**config.mk**
```make
export PLATFORM = sky130hd
export DESIGN_NAME = grw_div
export DESIGN_NICKNAME = d
export VERILOG_FILES = /design/src/grw_div.sv
export SDC_FILE = /design/constraint.sdc
export NUM_CORES = 1
export LEC_CHECK = 0
export ABC_AREA = 1
export BUFFER_PORTS_ARGS = -buffer_cell sky130_fd_sc_hd__buf_2
export CORE_MARGIN = 2
export CORE_UTILIZATION = 45
export DETAILED_ROUTE_END_ITERATION = 16
export PLACE_DENSITY_LB_ADDON = 0.05
export SYNTH_ARGS = -nofsm -noshare
export SYNTH_HDL_FRONTEND = slang
export SYNTH_SLANG_ARGS = --single-unit
```
**constraint.sdc**
```tcl
create_clock -name clk -period 5.3 [get_ports clk]
set_clock_uncertainty 0.2 [all_clocks]
set_input_delay 1.06 -clock clk [delete_from_list [all_inputs] [get_ports clk]]
set_output_delay 1.06 -clock clk [all_outputs]
set_load 0.01 [all_outputs]
```
**src/grw_div.sv**
```systemverilog
// ----------------------------------------------------------------------------
// grw_div
// unsigned restoring divider, one quotient bit per cycle
// ----------------------------------------------------------------------------
module grw_div #(
  parameter int NUM_W = 46,
  parameter int DEN_W = 25
) (
  input  logic             clk,
  input  logic             rst_n,
  input  logic             start,
  input  logic [NUM_W-1:0] num,
  input  logic [DEN_W-1:0] den,
  output logic             done,
  output logic [NUM_W-1:0] quot,
  output logic             rem_nz
);

  localparam int CNT_W = $clog2(NUM_W + 1);

  logic [NUM_W-1:0] q_r, q_nxt;
  logic [DEN_W-1:0] rem_r, rem_nxt;
  logic [DEN_W-1:0] den_r, den_nxt;
  logic [CNT_W-1:0] cnt_r, cnt_nxt;
  logic             done_r, done_nxt;
  logic [DEN_W:0]   trial;
  logic             ge;

  always_comb begin
    trial    = {rem_r, q_r[NUM_W-1]};
    ge       = trial >= {1'b0, den_r};
    q_nxt    = q_r;
    rem_nxt  = rem_r;
    den_nxt  = den_r;
    cnt_nxt  = cnt_r;
    done_nxt = 1'b0;
    if (start) begin
      q_nxt   = num;
      rem_nxt = '0;
      den_nxt = den;
      cnt_nxt = CNT_W'(NUM_W);
    end else if (cnt_r != '0) begin
      rem_nxt  = ge ? DEN_W'(trial - {1'b0, den_r}) : trial[DEN_W-1:0];
      q_nxt    = {q_r[NUM_W-2:0], ge};
      cnt_nxt  = cnt_r - CNT_W'(1);
      done_nxt = (cnt_r == CNT_W'(1));
    end
  end

  always_ff @(posedge clk) begin
    if (!rst_n) begin
      cnt_r  <= '0;
      done_r <= 1'b0;
    end else begin
      cnt_r  <= cnt_nxt;
      done_r <= done_nxt;
    end
    q_r   <= q_nxt;
    rem_r <= rem_nxt;
    den_r <= den_nxt;
  end

  assign done   = done_r;
  assign quot   = q_r;
  assign rem_nz = |rem_r;

endmodule

```
Word level (Yosys, flattened, before mapping)

Index checks and enable logic that the tools add are counted.

Add/sub/neg operators: 2
$lt $le $gt $ge: 1
Equal/unequal tests: 1
Mux-type cells: 5
Bitwise gates (word level): 2
Reductions and logical operators: 5

Operator list:

| operator                                         | number |
|---|---|
| two-way mux 46 bit                               | 2 |
| greater-or-equal comparator 26 x 25 -> 1 bit     | 1 |
| two-way mux 25 bit                               | 1 |
| OR reduction 25 bit                              | 1 |
| subtractor 25 bit                                | 1 |
| two-way mux 6 bit                                | 2 |
| == test 6 x 1 -> 1 bit, second input constant    | 1 |
| nonzero test 6 bit                               | 1 |
| subtractor 6 x 1 -> 6 bit, second input constant | 1 |
| OR reduction 3 bit                               | 1 |
| NOT 1 bit                                        | 2 |
| nonzero test 2 bit                               | 1 |
| OR reduction 2 bit                               | 1 |

Register bits after elaboration: 103
Bits of input ports: 74
Logic and storage cells: 22

Longest topological paths before layout

Depth in word-level cells: 3
Depth in mapped cells: 15

Worst setup path after synthesis

No wires, ideal clock.

Path type: input to register
Start: in start
End: reg q_r[0], in the netlist quot[0] (enable)
Library setup time: 0.400 ns
Data arrival time: 2.507 ns
Required time: 4.700 ns
Path slack: 2.193 ns
Stages on the path: 4
Buffers on the path: 2
Cells stage by stage: clkbuf_1 nor2_1 clkbuf_1 inv_1

Longest elaborated chain between the ends: 1

Ends and longest elaborated chain:

| element                             | line | text |
|---|---|---|
| start, declared                     | 11   | `input logic start,` |
| nonzero test 2 bit (no source line) | -    |  |
| end signal, assigned                | 58   | `q_r <= q_nxt;` |
| end, declared                       | 21   | `logic [NUM_W-1:0] q_r, q_nxt;` |

Every way passes these cells.
A chain may end at the register's enable or synchronous reset.

Worst setup path in the final report

Start: reg rem_r[0]
End: out rem_nz

Longest elaborated chain between the ends: 1

Ends and longest elaborated chain:

| element                | line | text |
|---|---|---|
| start, declared        | 22   | `logic [DEN_W-1:0] rem_r, rem_nxt;` |
| start signal, assigned | 59   | `rem_r <= rem_nxt;` |
| OR reduction 25 bit    | 65   | `assign rem_nz = \|rem_r;` |
| end, declared          | 16   | `output logic rem_nz` |

Every way passes these cells.

==> impl_metrics.csv <==
group,metric,value,unit
global_routing,antenna_found_initial,0,
logic_synthesis,post-synth-top-area-cell,"edfxtp_1",
clocking,clockBufferDepth,2,
setup_path,cp_slowest_cell,"nor4_1",
clocking,postCtsHoldBufs,0,
logic_synthesis,yosysUniqueCellTypes,36,
drt,ant_nets,0,
power_and_ir_drop,p_sw_frac,0.439,
logic_synthesis,yosysWarnings,0,
logic_synthesis,ys_ff_latch,103,
power_and_ir_drop,p_total,3.62,mW
placed_design,hpwlAfterDp,11000,um
floorplan,design.core.area,0.0139,mm^2
timing,max_freq,0.306,GHz
power_and_ir_drop,power.density,488,mW/mm^2
timing,hold_violations,0,
global_routing,grt_start_max_net_pins,57,
clocking,post-cts-setup-buffer-count,0,
global_routing,grt_first_pass_wirelength,24800,um
power_and_ir_drop,ir_drop,0.000232,V
setup_path,cp_max_fo,4,
final_layout,nets,1099,
clocking,cts_tree,"built",
timing,setup_viol,0,
logic_synthesis,syn_inst,882,
final_layout,num_antenna_cells,0,
power_and_ir_drop,p_seq_frac,0.322,
placed_design,placed_area,0.00712,mm^2
timing,drv_slew,0,
setup_path,cp.required,4.04,ns
drt,drcViolationCount,0,
logic_synthesis,ys_top_cells_by_area,"edfxtp_1 (33%), nand2_1 (22%), dfxtp_1 (10%), inv_1 (8.5%), ha_1 (5.5%)",
setup_path,cp-end-kind,"output port",
setup_path,cp.arrival,2.01,ns
logic_synthesis,post_synth.cell_area_avg,7.24,um^2
flow_run,cap_viol_max_count,0,
timing,setup_ws,2.03,ns
power_and_ir_drop,p_leak,4.08,nW
drt,dr.pass1.iters,5,
floorplan,die_w,123,um
floorplan,die_y,123,um
final_layout,final_util,0.534,
setup_path,critical_path.cell_chain,"inv_1 > nand4_1 > nor4_1 > nand4_1 > buf_2",
global_routing,overflow,0,
clocking,numCtsBuffers,9,
timing,finalCriticalPeriod,3.27,ns
power_and_ir_drop,power.internal,2.03,mW
drt,routed_wl,14800,um
floorplan,fp-row-count,43,
setup_path,cp-startpoint,"rem_r[0]",
timing,slew_headroom,0.370,
setup_path,criticalPathCategory,"reg2out",
worst_hold_path,min_from,"rem_r[3]",
placed_design,port_buffers,121,
setup_path,start_kind,"flip-flop",
worst_hold_path,min_path_type,"reg2reg",
global_routing,grt_pass1_vias,5278,
clocking,htreeDepth,3,
logic_synthesis,syn_nets,985,
drt,vias,5496,
timing,tns,0,ns
timing,max_slew.worst_pin.slew,0.945,ns
final_layout,synthToLayoutAreaGrowth,16.1,%
drt,via_per_inst,4.66,
timing,rsz0062_at_grt,"false",
placed_design,post-place-ws,2.08,ns
power_and_ir_drop,clockPowerShare,0.188,
drt,drt-initial-drc-count,273,
clocking,cts_root_buf,"clkbuf_16",
run_status,outcome,"finished clean",
logic_synthesis,syn-cell-area,0.00639,mm^2
setup_path,reg2reg_from,"quot[45]",
clocking,cts_resized,0,
placed_design,place_congestion,0.848,
global_routing,track_usage,0.208,
clocking,cts.sinks,103,
logic_synthesis,yosysTopAreaCellShare,0.334,
final_layout,fin_area,0.00742,mm^2
floorplan,num_io_pins,122,
clocking,cts.clk_slew.worst_paths,0.07,ns
power_and_ir_drop,p_switching,1.59,mW
drt,wl_per_cell,12.6,um
floorplan,initial_core_util,0.460,
floorplan,die_area,0.0152,mm^2
clocking,clock_latency,0.36,ns
final_layout,layout-drive-gt1-share,0.174,
timing,post-route-period-util,0.617,
setup_path,cpPeakStageDelay,0.56,ns
setup_path,cp_common_cell,"nand4_1",
logic_synthesis,synth-seq-area-share,0.434,
power_and_ir_drop,comb_power_share,0.490,
-- sequential cells by signal, summed over array words and instances (netlist names) --
signal / flops
done: 1
quot: 46
cnt_r: 6
rem_r: 25
den_r: 25
-- per-layer routing --
layer	GRT usage	routed length, um	vias to the layer above
li1	-	-	2963
met1	0.262	6820	2401
met2	0.354	6980	118
met3	0.0512	777	14
met4	0.0589	243	0
met5	0	0	-
-- stage by stage --
stage	std cells	hold WS, ns
finish	1180	0.271
global route	1180	0.297
CTS	1180	0.276
detailed placement	1165	0.263
global placement	1165	0.267
floorplan	882	0.249
-- Yosys cell counts --
master    count
inv_2         1
dfxtp_1      32
nor2_4        4
a221oi_1      1
fa_1          1
o21ai_0      11
and2_1        3
inv_1       145
a21oi_4       1
nor2_1       53
clkinv_1      2
nand3b_1      3
or2_1         1
nand2_1     379
or2_2         1
nor2_2        5
nor4_1        3
a31oi_1       2
nand3_2       3
buf_4         2
nand3_4       1
nand2_2      17
nor3_1        3
nand4_2       1
o211ai_1      1
ha_1         28
clkbuf_1     15
xor2_1        3
xnor2_1      11
nand4_1      20
buf_8         1
buf_6         3
nand3_1      40
or3_1         1
edfxtp_1     71
a21oi_1      13
-- cells in the final DEF (no fill, tap or decap), types with 3 or more instances in the layout --
master | netlist | routed
edfxtp_1 | 71 | 71
nand4_1 | 20 | 20
o21ai_0 | 11 | 11
xnor2_1 | 11 | 11
buf_4 | 2 | 3
xor2_1 | 3 | 3
nand3_2 | 3 | 3
and2_1 | 3 | 3
nor4_1 | 3 | 3
nor2_1 | 53 | 53
inv_1 | 145 | 144
buf_2 | 0 | 121
dfxtp_1 | 32 | 32
nand3_1 | 40 | 40
nor3_1 | 3 | 3
nand3b_1 | 3 | 3
clkbuf_16 | 0 | 9
nor2_4 | 4 | 4
ha_1 | 28 | 28
nand2_2 | 17 | 17
nand2_1 | 379 | 379
nor2_2 | 5 | 5
a21oi_1 | 13 | 13
-- path summary, 6_finish.rpt --
| kind | depth (start not counted) | to | slack (ns) |
|---|---|---|---|
| worst max-delay path | 5 | rem_nz | 2.03 |
| worst min-delay path | 2 | rem_r[3] | 0.27 |
| worst max register to register | 12 | rem_r[16] | 2.24 |
| worst min register to register | 2 | rem_r[3] | 0.27 |
-- cells by family (layout without fill, tap and decap cells) --
kind of cell | count (synthesis) | after routing | synth area share
AND/OR/NAND/NOR | 538 | 538 | 0.357
buffers and inverters | 169 | 287 | 0.106
flip-flops | 103 | 103 | 0.434
adder cells (fa/ha/maj) | 29 | 29 | 0.0580
AO/OA/AOI/OAI | 29 | 29 | 0.0258
XOR/XNOR | 14 | 14 | 0.0192
-- worst max-delay path, delay by kind of cell (launching register included) --
kind / cells / cell delay, ns
flops: 1 / 0.36
buf+inv: 2 / 0.32
simple gates: 3 / 0.97
-- cell type report --
type / instances / area [um^2]
fill: 1446 / 6460
sequential: 103 / 2770
timing repair buffer: 124 / 628
inverter: 148 / 556
clock inverter: 6 / 68.8
multi-input combinational: 610 / 2940
clock buffer: 9 / 225
tap: 180 / 225
-- power groups by stage --
stage,Combinational [mW],Clock [mW],Sequential [mW]
after floorplan,1.35,0,1.18
after global placement,1.77,0,1.18
after detailed placement,1.78,0,1.17
after CTS,1.78,0.702,1.16
final,1.77,0.680,1.16
after global routing,2.02,0.735,1.19
Power figures use the tool's default switching activity.
